File: src/sv/ahcv_pkg.sv
`default_nettype none

package ahcv_pkg;

  // Header layout: nine little-endian words; the header CRC covers the first eight.
  localparam int unsigned HEADER_BYTES   = 36;
  localparam int unsigned HEADER_WORDS   = HEADER_BYTES / 4;
  localparam int unsigned HDR_CRC_BYTES  = HEADER_BYTES - 4;
  localparam int unsigned COUNT_BITS_DEF = 25;
  localparam int unsigned SIZE_BITS      = 25;
  localparam int unsigned WORD_IDX_BITS  = $clog2(HEADER_WORDS);

  localparam logic [31:0] CRC_POLY = 32'hEDB88320;
  localparam logic [31:0] ALL_ONES = 32'hFFFFFFFF;

  // Word positions inside the header.
  localparam int unsigned W_MAGIC     = 0;
  localparam int unsigned W_FORMAT    = 1;
  localparam int unsigned W_HDR_SIZE  = 2;
  localparam int unsigned W_UPDATE_ID = 3;
  localparam int unsigned W_TARGET    = 4;
  localparam int unsigned W_IMG_SIZE  = 5;
  localparam int unsigned W_IMG_CRC   = 6;
  localparam int unsigned W_DATA_OFS  = 7;
  localparam int unsigned W_HDR_CRC   = 8;

  // Configuration register indexes.
  localparam logic [1:0] REG_MAGIC    = 2'd0;
  localparam logic [1:0] REG_FORMAT   = 2'd1;
  localparam logic [1:0] REG_DATA_OFS = 2'd2;
  localparam logic [1:0] REG_CAPACITY = 2'd3;

  typedef enum logic [1:0] {
    VERDICT_VALID    = 2'd0,
    VERDICT_HDR_REJ  = 2'd1,
    VERDICT_CRC_FAIL = 2'd2
  } verdict_t;

  typedef struct packed {
    logic [7:0] data_byte;
    logic       starts_artifact;
  } item_t;

  typedef struct packed {
    logic [1:0]           verdict;
    logic [31:0]          upd_id;
    logic [31:0]          tgt_version;
    logic [SIZE_BITS-1:0] img_len;
  } result_t;

  typedef struct packed {
    logic [31:0]          magic;
    logic [31:0]          format;
    logic [31:0]          data_ofs;
    logic [SIZE_BITS-1:0] capacity;
  } cfg_t;

  typedef logic [HEADER_WORDS-1:0][31:0] hdr_words_t;

  // Reflected CRC-32 update by one byte, bit at a time.
  function automatic logic [31:0] crc_byte(input logic [31:0] crc_in, input logic [7:0] b);
    logic [31:0] c;
    c = crc_in ^ {24'd0, b};
    for (int k = 0; k < 8; k++) begin
      c = c[0] ? ((c >> 1) ^ CRC_POLY) : (c >> 1);
    end
    return c;
  endfunction

endpackage

`default_nettype wire

File: src/sv/ahcv_cfg_regs.sv
`default_nettype none

module ahcv_cfg_regs (
  input  wire logic          clk,
  input  wire logic          rst,
  input  wire logic          psel,
  input  wire logic          penable,
  input  wire logic          pwrite,
  input  wire logic [3:0]    paddr,
  input  wire logic [31:0]   pwdata,
  output logic [31:0]        prdata,
  output logic               pready,
  output ahcv_pkg::cfg_t     cfg
);

  logic       wr_en;
  logic [1:0] reg_idx;

  assign pready  = 1'b1;
  assign reg_idx = paddr[3:2];
  assign wr_en   = psel && penable && pwrite;

  always_ff @(posedge clk) begin
    if (rst) begin
      cfg <= '0;
    end else if (wr_en) begin
      unique case (reg_idx)
        ahcv_pkg::REG_MAGIC:    cfg.magic    <= pwdata;
        ahcv_pkg::REG_FORMAT:   cfg.format   <= pwdata;
        ahcv_pkg::REG_DATA_OFS: cfg.data_ofs <= pwdata;
        ahcv_pkg::REG_CAPACITY: cfg.capacity <= pwdata[ahcv_pkg::SIZE_BITS-1:0];
        default: ;
      endcase
    end
  end

  always_comb begin
    unique case (reg_idx)
      ahcv_pkg::REG_MAGIC:    prdata = cfg.magic;
      ahcv_pkg::REG_FORMAT:   prdata = cfg.format;
      ahcv_pkg::REG_DATA_OFS: prdata = cfg.data_ofs;
      ahcv_pkg::REG_CAPACITY: prdata = 32'(cfg.capacity);
      default:                prdata = '0;
    endcase
  end

endmodule

`default_nettype wire

File: src/sv/ahcv_hdr_check.sv
`default_nettype none

module ahcv_hdr_check #(
  parameter int unsigned COUNT_BITS = ahcv_pkg::COUNT_BITS_DEF
) (
  input  wire ahcv_pkg::hdr_words_t words,
  input  wire logic [31:0]          hdr_crc_seen,
  input  wire ahcv_pkg::cfg_t       cfg,
  output logic                      ok
);

  localparam logic [32:0] COUNT_MAX = (33'd1 << COUNT_BITS) - 33'd1;

  logic [31:0] size;

  assign size = words[ahcv_pkg::W_IMG_SIZE];

  // The size must fit both the partition and the byte counter.
  always_comb begin
    ok = (words[ahcv_pkg::W_MAGIC] == cfg.magic)
      && (words[ahcv_pkg::W_FORMAT] == cfg.format)
      && (words[ahcv_pkg::W_HDR_SIZE] == 32'(ahcv_pkg::HEADER_BYTES))
      && (words[ahcv_pkg::W_UPDATE_ID] != '0)
      && (words[ahcv_pkg::W_TARGET] != '0)
      && (size != '0)
      && (words[ahcv_pkg::W_DATA_OFS] == cfg.data_ofs)
      && (words[ahcv_pkg::W_HDR_CRC] == hdr_crc_seen)
      && (size <= 32'(cfg.capacity))
      && ({1'b0, size} <= COUNT_MAX);
  end

endmodule

`default_nettype wire

File: src/sv/ahcv_engine.sv
`default_nettype none

module ahcv_engine #(
  parameter int unsigned COUNT_BITS = ahcv_pkg::COUNT_BITS_DEF
) (
  input  wire logic              clk,
  input  wire logic              rst,
  input  wire logic              step,
  input  wire ahcv_pkg::item_t   item,
  input  wire ahcv_pkg::cfg_t    cfg,
  output logic                   res_valid,
  output ahcv_pkg::result_t      res
);

  typedef enum logic [2:0] {
    PH_IDLE   = 3'b001,
    PH_HEADER = 3'b010,
    PH_IMAGE  = 3'b100
  } phase_t;

  phase_t                  phase, phase_eff, phase_next;
  logic [COUNT_BITS-1:0]   byte_count, count_eff, count_inc, count_next;
  logic [31:0]             running_crc, crc_eff, crc_upd, crc_next;
  logic [31:0]             hdr_crc_seen, hcrc_eff, hcrc_next;
  ahcv_pkg::hdr_words_t    header_words, words_next;
  logic [ahcv_pkg::WORD_IDX_BITS-1:0] word_idx;
  logic [1:0]              lane;
  logic                    hdr_ok;

  // A start byte restarts everything before this byte is handled.
  always_comb begin
    if (item.starts_artifact) begin
      phase_eff = PH_HEADER;
      count_eff = '0;
      crc_eff   = ahcv_pkg::ALL_ONES;
      hcrc_eff  = '0;
    end else begin
      phase_eff = phase;
      count_eff = byte_count;
      crc_eff   = running_crc;
      hcrc_eff  = hdr_crc_seen;
    end
  end

  assign crc_upd   = ahcv_pkg::crc_byte(crc_eff, item.data_byte);
  assign count_inc = count_eff + COUNT_BITS'(1);
  assign word_idx  = count_eff[ahcv_pkg::WORD_IDX_BITS+1:2];
  assign lane      = count_eff[1:0];

  // Header words as they stand once this byte is written in.
  always_comb begin
    words_next = header_words;
    if (phase_eff == PH_HEADER) begin
      for (int i = 0; i < ahcv_pkg::HEADER_WORDS; i++) begin
        if (word_idx == ahcv_pkg::WORD_IDX_BITS'(i)) begin
          words_next[i][8*lane +: 8] = item.data_byte;
        end
      end
    end
  end

  ahcv_hdr_check #(.COUNT_BITS(COUNT_BITS)) u_hdr_check (
    .words        (words_next),
    .hdr_crc_seen (hcrc_eff),
    .cfg          (cfg),
    .ok           (hdr_ok)
  );

  always_comb begin
    phase_next = phase_eff;
    count_next = count_eff;
    crc_next   = crc_eff;
    hcrc_next  = hcrc_eff;
    res_valid  = 1'b0;
    res        = '0;
    res.verdict = ahcv_pkg::VERDICT_HDR_REJ;
    unique case (phase_eff)
      PH_HEADER: begin
        count_next = count_inc;
        if (count_eff < COUNT_BITS'(ahcv_pkg::HDR_CRC_BYTES)) begin
          crc_next = crc_upd;
        end
        if (count_inc == COUNT_BITS'(ahcv_pkg::HDR_CRC_BYTES)) begin
          hcrc_next = crc_upd ^ ahcv_pkg::ALL_ONES;
        end
        if (count_inc == COUNT_BITS'(ahcv_pkg::HEADER_BYTES)) begin
          count_next = '0;
          if (!hdr_ok) begin
            phase_next = PH_IDLE;
            res_valid  = 1'b1;
          end else begin
            phase_next = PH_IMAGE;
            crc_next   = ahcv_pkg::ALL_ONES;
          end
        end
      end
      PH_IMAGE: begin
        crc_next   = crc_upd;
        count_next = count_inc;
        if (32'(count_inc) == header_words[ahcv_pkg::W_IMG_SIZE]) begin
          phase_next = PH_IDLE;
          count_next = '0;
          res_valid  = 1'b1;
          if ((crc_upd ^ ahcv_pkg::ALL_ONES) == header_words[ahcv_pkg::W_IMG_CRC]) begin
            res.verdict     = ahcv_pkg::VERDICT_VALID;
            res.upd_id      = header_words[ahcv_pkg::W_UPDATE_ID];
            res.tgt_version = header_words[ahcv_pkg::W_TARGET];
            res.img_len     =
              header_words[ahcv_pkg::W_IMG_SIZE][ahcv_pkg::SIZE_BITS-1:0];
          end else begin
            res.verdict = ahcv_pkg::VERDICT_CRC_FAIL;
          end
        end
      end
      default: begin
        phase_next = PH_IDLE;
      end
    endcase
  end

  always_ff @(posedge clk) begin
    if (rst) begin
      phase        <= PH_IDLE;
      byte_count   <= '0;
      running_crc  <= ahcv_pkg::ALL_ONES;
      hdr_crc_seen <= '0;
    end else if (step) begin
      phase        <= phase_next;
      byte_count   <= count_next;
      running_crc  <= crc_next;
      hdr_crc_seen <= hcrc_next;
    end
  end

  always_ff @(posedge clk) begin
    if (step) begin
      header_words <= words_next;
    end
  end

endmodule

`default_nettype wire

File: src/sv/artifact_header_and_crc_verifier_unit.sv
`default_nettype none

// Channel   Direction  Handshake                   Payload
// item      in         item_valid / item_ready     ahcv_pkg::item_t (data_byte, starts_artifact)
// result    out        result_valid / result_ready ahcv_pkg::result_t (verdict, id, version, size)
// config    in         APB psel/penable/pwrite     paddr[3:2] selects one of four registers
//
// One byte is taken per cycle while no result waits: the eight-step CRC update fits between
// the input register and the state and result registers. A result, when a byte causes one,
// is registered in the result register as that byte leaves the input register.
// Reset clears the phase, the counter and the CRC state; header words are not reset.
// While a result waits, the byte in the input register holds, whether or not it
// would cause a result, and with a byte held, item_ready drops until the result is taken.

module artifact_header_and_crc_verifier_unit #(
  parameter int unsigned COUNT_BITS = ahcv_pkg::COUNT_BITS_DEF
) (
  input  wire logic               clk,
  input  wire logic               rst,
  input  wire logic               item_valid,
  output logic                    item_ready,
  input  wire ahcv_pkg::item_t    item,
  output logic                    result_valid,
  input  wire logic               result_ready,
  output ahcv_pkg::result_t       result,
  input  wire logic               psel,
  input  wire logic               penable,
  input  wire logic               pwrite,
  input  wire logic [3:0]         paddr,
  input  wire logic [31:0]        pwdata,
  output logic [31:0]             prdata,
  output logic                    pready
);

  ahcv_pkg::cfg_t     cfg;
  ahcv_pkg::item_t    item_reg;
  logic               item_reg_valid;
  logic               advance;
  logic               eng_valid;
  ahcv_pkg::result_t  eng_res;

  ahcv_cfg_regs u_cfg_regs (
    .clk     (clk),
    .rst     (rst),
    .psel    (psel),
    .penable (penable),
    .pwrite  (pwrite),
    .paddr   (paddr),
    .pwdata  (pwdata),
    .prdata  (prdata),
    .pready  (pready),
    .cfg     (cfg)
  );

  // The held byte moves into the engine whenever the result register has room,
  // or is being emptied in this same cycle.
  assign advance    = item_reg_valid && (!result_valid || result_ready);
  assign item_ready = !item_reg_valid || advance;

  always_ff @(posedge clk) begin
    if (rst) begin
      item_reg_valid <= 1'b0;
    end else if (item_ready) begin
      item_reg_valid <= item_valid;
    end
  end

  always_ff @(posedge clk) begin
    if (item_ready && item_valid) begin
      item_reg <= item;
    end
  end

  ahcv_engine #(.COUNT_BITS(COUNT_BITS)) u_engine (
    .clk       (clk),
    .rst       (rst),
    .step      (advance),
    .item      (item_reg),
    .cfg       (cfg),
    .res_valid (eng_valid),
    .res       (eng_res)
  );

  // Result register. A new verdict only lands when the old one is gone or leaving.
  always_ff @(posedge clk) begin
    if (rst) begin
      result_valid <= 1'b0;
    end else if (advance && eng_valid) begin
      result_valid <= 1'b1;
    end else if (result_ready) begin
      result_valid <= 1'b0;
    end
  end

  always_ff @(posedge clk) begin
    if (advance && eng_valid) begin
      result <= eng_res;
    end
  end

endmodule

`default_nettype wire

File: config.mk
export PLATFORM = sky130hd
export DESIGN_NAME = artifact_header_and_crc_verifier_unit
export DESIGN_NICKNAME = d
export VERILOG_FILES = /design/src/sv/ahcv_pkg.sv /design/src/sv/ahcv_cfg_regs.sv /design/src/sv/ahcv_hdr_check.sv /design/src/sv/ahcv_engine.sv /design/src/sv/artifact_header_and_crc_verifier_unit.sv
export SDC_FILE = /design/constraint.sdc
export NUM_CORES = 2
export LEC_CHECK = 0
export CORE_MARGIN = 4
export CORE_UTILIZATION = 35
export CTS_BUF_LIST = sky130_fd_sc_hd__clkbuf_8
export CTS_CLUSTER_SIZE = 10
export DETAILED_ROUTE_END_ITERATION = 12
export DONT_BUFFER_PORTS = 1
export HOLD_SLACK_MARGIN = 0.03
export PLACE_DENSITY = 0.49
export SYNTH_ARGS = -nofsm -noshare
export SYNTH_HDL_FRONTEND = slang
export SYNTH_SLANG_ARGS = --single-unit
File: constraint.sdc
create_clock -name clk -period 18.3 [get_ports clk]
set_clock_uncertainty 0.1 [all_clocks]
set_input_delay 0.915 -clock clk [delete_from_list [all_inputs] [get_ports clk]]
set_output_delay 0.915 -clock clk [all_outputs]
set_load 0.05 [all_outputs]
* Word level (Yosys, flattened, before mapping)
Index checks and enable logic that the tools add are counted.
** Operators by class
- Add/sub/neg operators :: 2
- $lt $le $gt $ge :: 3
- Eq/ne operators :: 22
- Shifts and indexed selects :: 2
- Muxes and demuxes :: 52
- Bitwise operators :: 10
- Reduce and logical (&&, ||, !) cells :: 31
** Operator list (count)
- 32-bit two-way mux :: 24
- 32-bit bitwise mux :: 9
- 288-bit two-way mux :: 1
- 32-bit equality test :: 5
- 32-bit case mux with 4 select lines :: 1
- 13-bit NOT with 14-bit output :: 8
- 32-bit nonzero test :: 3
- 25-bit two-way mux :: 3
- 32-bit case mux with 2 select lines :: 1
- 25-bit by 6-bit equality test with 1-bit output (second input constant) :: 2
- 25-bit case mux with 2 select lines :: 1
- 5-bit negator with 34-bit output :: 1
- 8-bit by 34-bit variable shift with 32-bit output (first input constant) :: 1
- 8-bit by 34-bit indexed part select with 32-bit output :: 1
- 25-bit by 32-bit equality test with 1-bit output :: 1
- 32-bit by 6-bit equality test with 1-bit output (second input constant) :: 1
- 32-bit by 25-bit <= comparator with 1-bit output :: 1
- 32-bit by 25-bit <= comparator with 1-bit output (second input constant) :: 1
- 32-bit NOT :: 1
- 32-bit by 8-bit bitwise XOR with 32-bit output :: 1
- 25-bit by 1-bit adder with 25-bit output (second input constant) :: 1
- 25-bit by 6-bit less-than comparator with 1-bit output (second input constant) :: 1
- 4-bit by 3-bit equality test with 1-bit output (second input constant) :: 4
- 1-bit logical AND :: 14
- 19 further kinds :: 35
** Word-level totals
- Register bits :: 603
- Bits of input ports :: 52
- Output and inout port bits :: 126
- Word-level logic and storage cells :: 147

* Logic depth before layout (Yosys ltp)
- Depth after elaboration :: 22
- Mapped depth :: 27
- Mapped depth without buffers :: 19

* By module
Synthesis repeated with hierarchy kept, for this count alone.
** Second synthesis, totals
- Cells, all modules :: 3015
- Area, all modules :: 32119.6 um2
** Modules (own cells, without submodules)
- ahcv_engine :: instances 1, cells each 2100, area each 20880.0 um2, sequential area each 10490.1 um2
- ahcv_cfg_regs :: instances 1, cells each 490, area each 5620.4 um2, sequential area each 2422.3 um2
- artifact_header_and_crc_verifier_unit :: instances 1, cells each 111, area each 3105.5 um2, sequential area each 3042.9 um2
- ahcv_hdr_check :: instances 1, cells each 314, area each 2513.7 um2, sequential area each 0.0 um2

* Least setup slack after synthesis
No wires, ideal clock.
- Path kind :: flip-flop to flip-flop
- Start point :: register item_reg[0] (netlist bit)
- End point :: register result[0] (netlist bit), enable pin
- Setup time :: 0.571 ns
- Data arrival time :: 9.061 ns
- Required time :: 17.629 ns
- Setup slack :: 8.568 ns
- Stages on the path, launching flop included :: 26
- Buffers on the path :: 10
- Period minus slack after synthesis :: 9.732 ns
- Path through :: edfxtp_1 buf_2 clkbuf_1 clkinv_1 clkbuf_1 buf_1 clkbuf_1 nand2_1 ha_1 buf_2 clkbuf_1 clkbuf_1 buf_1 clkbuf_1 nand3_1 nand2_1 o21ai_0 ha_1 nand2_1 o21ai_0 a211o_1 a2111oi_0 nor3_1 nand4b_1 o311ai_0 a21oi_1
** RTL lines
- start: declaration :: RTL line artifact_header_and_crc_verifier_unit.sv:36 : ahcv_pkg::item_t item_reg;
- start signal: assignment :: RTL line artifact_header_and_crc_verifier_unit.sv:70 : item_reg <= item;
- end signal: assignment :: RTL line artifact_header_and_crc_verifier_unit.sv:97 : result <= eng_res;
- end: declaration :: RTL line artifact_header_and_crc_verifier_unit.sv:25 : output ahcv_pkg::result_t result,

* Worst setup path in the final report
- Start point :: register item_reg[0] (netlist bit)
- End point :: register u_engine.running_crc[16]
** Between the ends
- Word-level cells in the longest chain between the ends :: 19
- Elaborated cells on any way between the ends :: 73
- Classes of those cells :: add/sub (2); order compare (3); eq/ne (15); shift (2); mux (33); bitwise (5); reduce/logical (13)
** RTL lines
- parallel branches: the longest is 18 deep, another holds 5-bit negator with 34-bit output
- 32-bit case mux with 2 select lines * :: RTL line ahcv_engine.sv:77 : unique case (phase_eff)
- end signal: assignment :: RTL line ahcv_engine.sv:125 : running_crc <= ahcv_pkg::ALL_ONES;
- end signal: assignment :: RTL line ahcv_engine.sv:130 : running_crc <= crc_next;
- end: declaration :: RTL line ahcv_engine.sv:23 : logic [31:0] running_crc, crc_eff, crc_upd, crc_next;
Mark *: on every way between the ends.
A chain may end at the register's enable or synchronous reset.

==> qor.yml <==
finish:
  layout_top_registers: "u_engine.header_words x256, u_cfg_regs.cfg x121, result x91"
  area_of_the_multi_input_gates_um2: 16200
  largest_register_ff_count: 256
  largest-register: "u_engine.header_words"
  fill_count: 9702
  postLayoutCoreUtil: 0.392
  final_cell_count_no_fill: 4866
  final_net_count: 3583
  layout_cells_sized_above_1: 0.101
  register_area_um2: 16000
  area_delta_synth_final_pct: 10.9
worst_setup_path:
  worst_path_max_delay_cell: "sky130_fd_sc_hd__a2111oi_1"
  worstPathCellList: "buf_4 -> buf_12 -> clkinv_1 -> nand2_1 -> ha_2 -> nor4bb_1 -> nand2_1 -> inv_1 -> mux2i_1 -> a2111oi_1 -> o211ai_1 -> or4b_1 -> nor3_4 -> nand3_4 -> a21oi_1"
  crit_path_frequent_cell: "sky130_fd_sc_hd__nand2_1"
  kind_of_critical_path: "reg -> reg"
  critical_path_peak_fanout: 98
  critical_path_required_ps: 18870
  cp_slowest_stage_delay_ps: 1210
  end_kind: "flip-flop"
  worst-path-buf-inv: 4
  critical_path_arrival_ps: 9460
  cpLargestDelayFamily: "simple AND/OR/NAND/NOR gates"
  worstSetupStartpointType: "flip-flop"
yosys:
  ys_ff_latch: 603
  syn_nets: 3621
  ys.flop_type: "sky130_fd_sc_hd__edfxtp_1"
  synth_seq_area_share: 0.474
  synth.area.top_cells: "sky130_fd_sc_hd__edfxtp_1 (35%), sky130_fd_sc_hd__dfxtp_1 (13%), sky130_fd_sc_hd__nand2_1 (6.2%)"
  syn-cell-area_um2: 33700
  netlist.area_leader.share: 0.346
  netlist.top_cell.by_area: "sky130_fd_sc_hd__edfxtp_1"
  synth-edff-count: 388
  syn-mean-instance-area_um2: 9.51
  synth.mux.area_fraction: 0.0515
  asyncSetResetFlopFracSynth: 0
  ys.warnings.count: 0
  yosys.area_share.xor_xnor: 0.0667
  main_combinational_cell_family_by_area_after_synthesis: "simple AND/OR/NAND/NOR gates"
  synth_cell_types: 95
  synthMostInstantiatedCell: "sky130_fd_sc_hd__nand2_1"
  compound_cell_area_share_of_the_yosys_netlist: 0.144
  yosys.area_share.adder: 0.0115
  synthCells: 3538
  post_synth_most_frequent_cells: "sky130_fd_sc_hd__nand2_1 (558), sky130_fd_sc_hd__edfxtp_1 (388), sky130_fd_sc_hd__o21ai_0 (234)"
  post_synth_and_or_nand_nor_area_fraction: 0.205
sta:
  number_of_slew_limit_violations_in_the_final_report: 0
  final.setup.worst_slack_ps: 9420
  max_slew_margin: 0.116
  finalHoldViolCount: 0
  tns_ps: 0
  max_slew.worst_pin.slew_ps: 1320
  post-route-period-util: 0.485
  grt_setup_unrepaired: "no"
  holdWs_ps: 156
  finalSetupViolations: 0
  period_minus_slack_ps: 8880
  maxClockFrequency_mhz: 113
grt:
  grt_pass1_wl_um: 215000
  maximum_number_of_pins_on_one_net_before_global_route_repair: 167
  antenna_violations_before_repair: 14
  grt_pass1_vias: 27300
  grt_util_all_layers: 0.293
  grt-ovfl-total: 0
routing:
  dr.first_iter.drc_count: 3491
  first_pass_iters: 6
  dr_total_vias: 28800
  drt.antenna.violating_nets: 0
  drt_wl_total_um: 154000
  drc: 0
  average_vias_per_placed_instance: 5.92
  routed_wire_length_per_instance_um: 31.5
hold_path:
  hp-class: "in -> reg"
cts:
  clock_tree_buffer_depth: 3
  cts.sink_count: 603
  numCtsBuffers: 109
  cts-hold-fix-buffers: 0
  clkLatencyLatePin_ps: 800
  tritoncts_clock_tree: "yes"
  clkTransAtPathRegs_ps: 60
  clk_root_buffer_cell: "sky130_fd_sc_hd__clkbuf_8"
  post_cts_resize_count: 0
  post-cts-setup-buffers: 0
  cts-htree-levels: 3
floorplan:
  num_rows: 113
  starting_density: 0.354
  die_w_um: 318
  core-area_um2: 95200
  fp.dieH_um: 318
  die-area_um2: 101000
  io-pin-count: 178
place:
  place.port_buffers: 0
  numPlacedInstances: 4654
  dpl.hpwl_um: 114000
  pre_cts_slack_ps: 9850
  gp_routability_congestion: 1.02
power:
  vdd.ir_drop.worst_mv: 0.0527
  power.static_leakage_uw: 0.0127
  power.density_nw_per_um2: 86.2
flow_run:
  drv.max_cap_violation_count: 0
run_status:
  status: "finished, final reports clean"
## worst register-to-register path, stage by stage (launching register included)
cell and delay (ps):
sky130_fd_sc_hd__edfxtp_1 320, sky130_fd_sc_hd__buf_4 360, sky130_fd_sc_hd__buf_12 430, sky130_fd_sc_hd__clkinv_1 280
sky130_fd_sc_hd__nand2_1 210, sky130_fd_sc_hd__ha_2 450, sky130_fd_sc_hd__nor4bb_1 1100, sky130_fd_sc_hd__nand2_1 900
sky130_fd_sc_hd__inv_1 720, sky130_fd_sc_hd__mux2i_1 280, sky130_fd_sc_hd__a2111oi_1 1210, sky130_fd_sc_hd__o211ai_1 520
sky130_fd_sc_hd__or4b_1 680, sky130_fd_sc_hd__nor3_4 380, sky130_fd_sc_hd__nand3_4 560, sky130_fd_sc_hd__a21oi_1 330
## area by class of cell
type	count	share of cell area
timing repair buffer	75	0.0154
multi-input combinational	2538	0.435
sequential	603	0.427
tap	1265	0.0424
antenna	6	0.000402
inverter	173	0.0176
clock inverter	80	0.0152
clock buffer	126	0.0465
## kinds of logic (layout without fill, tap and decap cells)
group,count (synthesis),in the layout
AO/OA/AOI/OAI,762,762
other,1,7
flip-flops,603,603
adder cells (fa/ha/maj),31,31
multiplexers,138,138
XOR/XNOR,235,235
buffers and inverters,397,454
AND/OR/NAND/NOR,1371,1371
## where the power goes
part / internal [uW] / total, uW / switching (uW)
Combinational: 122 / 367 / 244
Clock: 733 / 1360 / 630
Sequential: 1460 / 1490 / 24.2
Total: 2320 / 3220 / 899
## cells in the final DEF, fill, tap and decap left out, types with 31 or more instances in the layout
cell type and count:
sky130_fd_sc_hd__inv_1 201, sky130_fd_sc_hd__nor3_1 58, sky130_fd_sc_hd__and2_1 102, sky130_fd_sc_hd__nand2_1 558, sky130_fd_sc_hd__mux2_2 31, sky130_fd_sc_hd__xor2_1 56
sky130_fd_sc_hd__dfxtp_1 215, sky130_fd_sc_hd__edfxtp_1 388, sky130_fd_sc_hd__nand3_1 76, sky130_fd_sc_hd__o21ai_0 226, sky130_fd_sc_hd__clkbuf_8 126, sky130_fd_sc_hd__nand2b_1 36
sky130_fd_sc_hd__a21oi_1 194, sky130_fd_sc_hd__o31ai_1 34, sky130_fd_sc_hd__nor2_1 181, sky130_fd_sc_hd__or3_1 34, sky130_fd_sc_hd__nor4_1 70, sky130_fd_sc_hd__xnor2_1 165
sky130_fd_sc_hd__mux2i_1 82, sky130_fd_sc_hd__buf_4 74, sky130_fd_sc_hd__nand4_1 66
## metal layers
| layer | wire [um] | share of wire | vias up | GRT usage |
|---|---|---|---|---|
| met1 | 65300 | 0.43 | 14200 | 0.400 |
| met2 | 66600 | 0.43 | 1479 | 0.442 |
| met3 | 14000 | 0.091 | 339 | 0.0683 |
| li1 | - | - | 12800 | - |
| met5 | 37 | 0.00024 | - | 0 |
| met4 | 7570 | 0.049 | 6 | 0.133 |
## worst paths after layout
kind,end,cells past startpoint,start,slack [ps]
setup / recovery,u_engine.running_crc[16],15,item_reg[0],9420
hold / removal,item_reg[0],0,item[0],160
setup reg to reg,u_engine.running_crc[16],15,item_reg[0],9420
hold reg to reg,u_cfg_regs.cfg[16],2,u_cfg_regs.cfg[16],370
## through the flow
stage | total power (uW) | area [um2]
floorplan | 1760 | 33700
global placement | 1880 | 35000
detailed placement | 1880 | 35000
CTS | 3250 | 37300
global route | 3330 | 37300
finish | 3220 | 37300
Note: power is estimated with default switching activity, not from simulation.
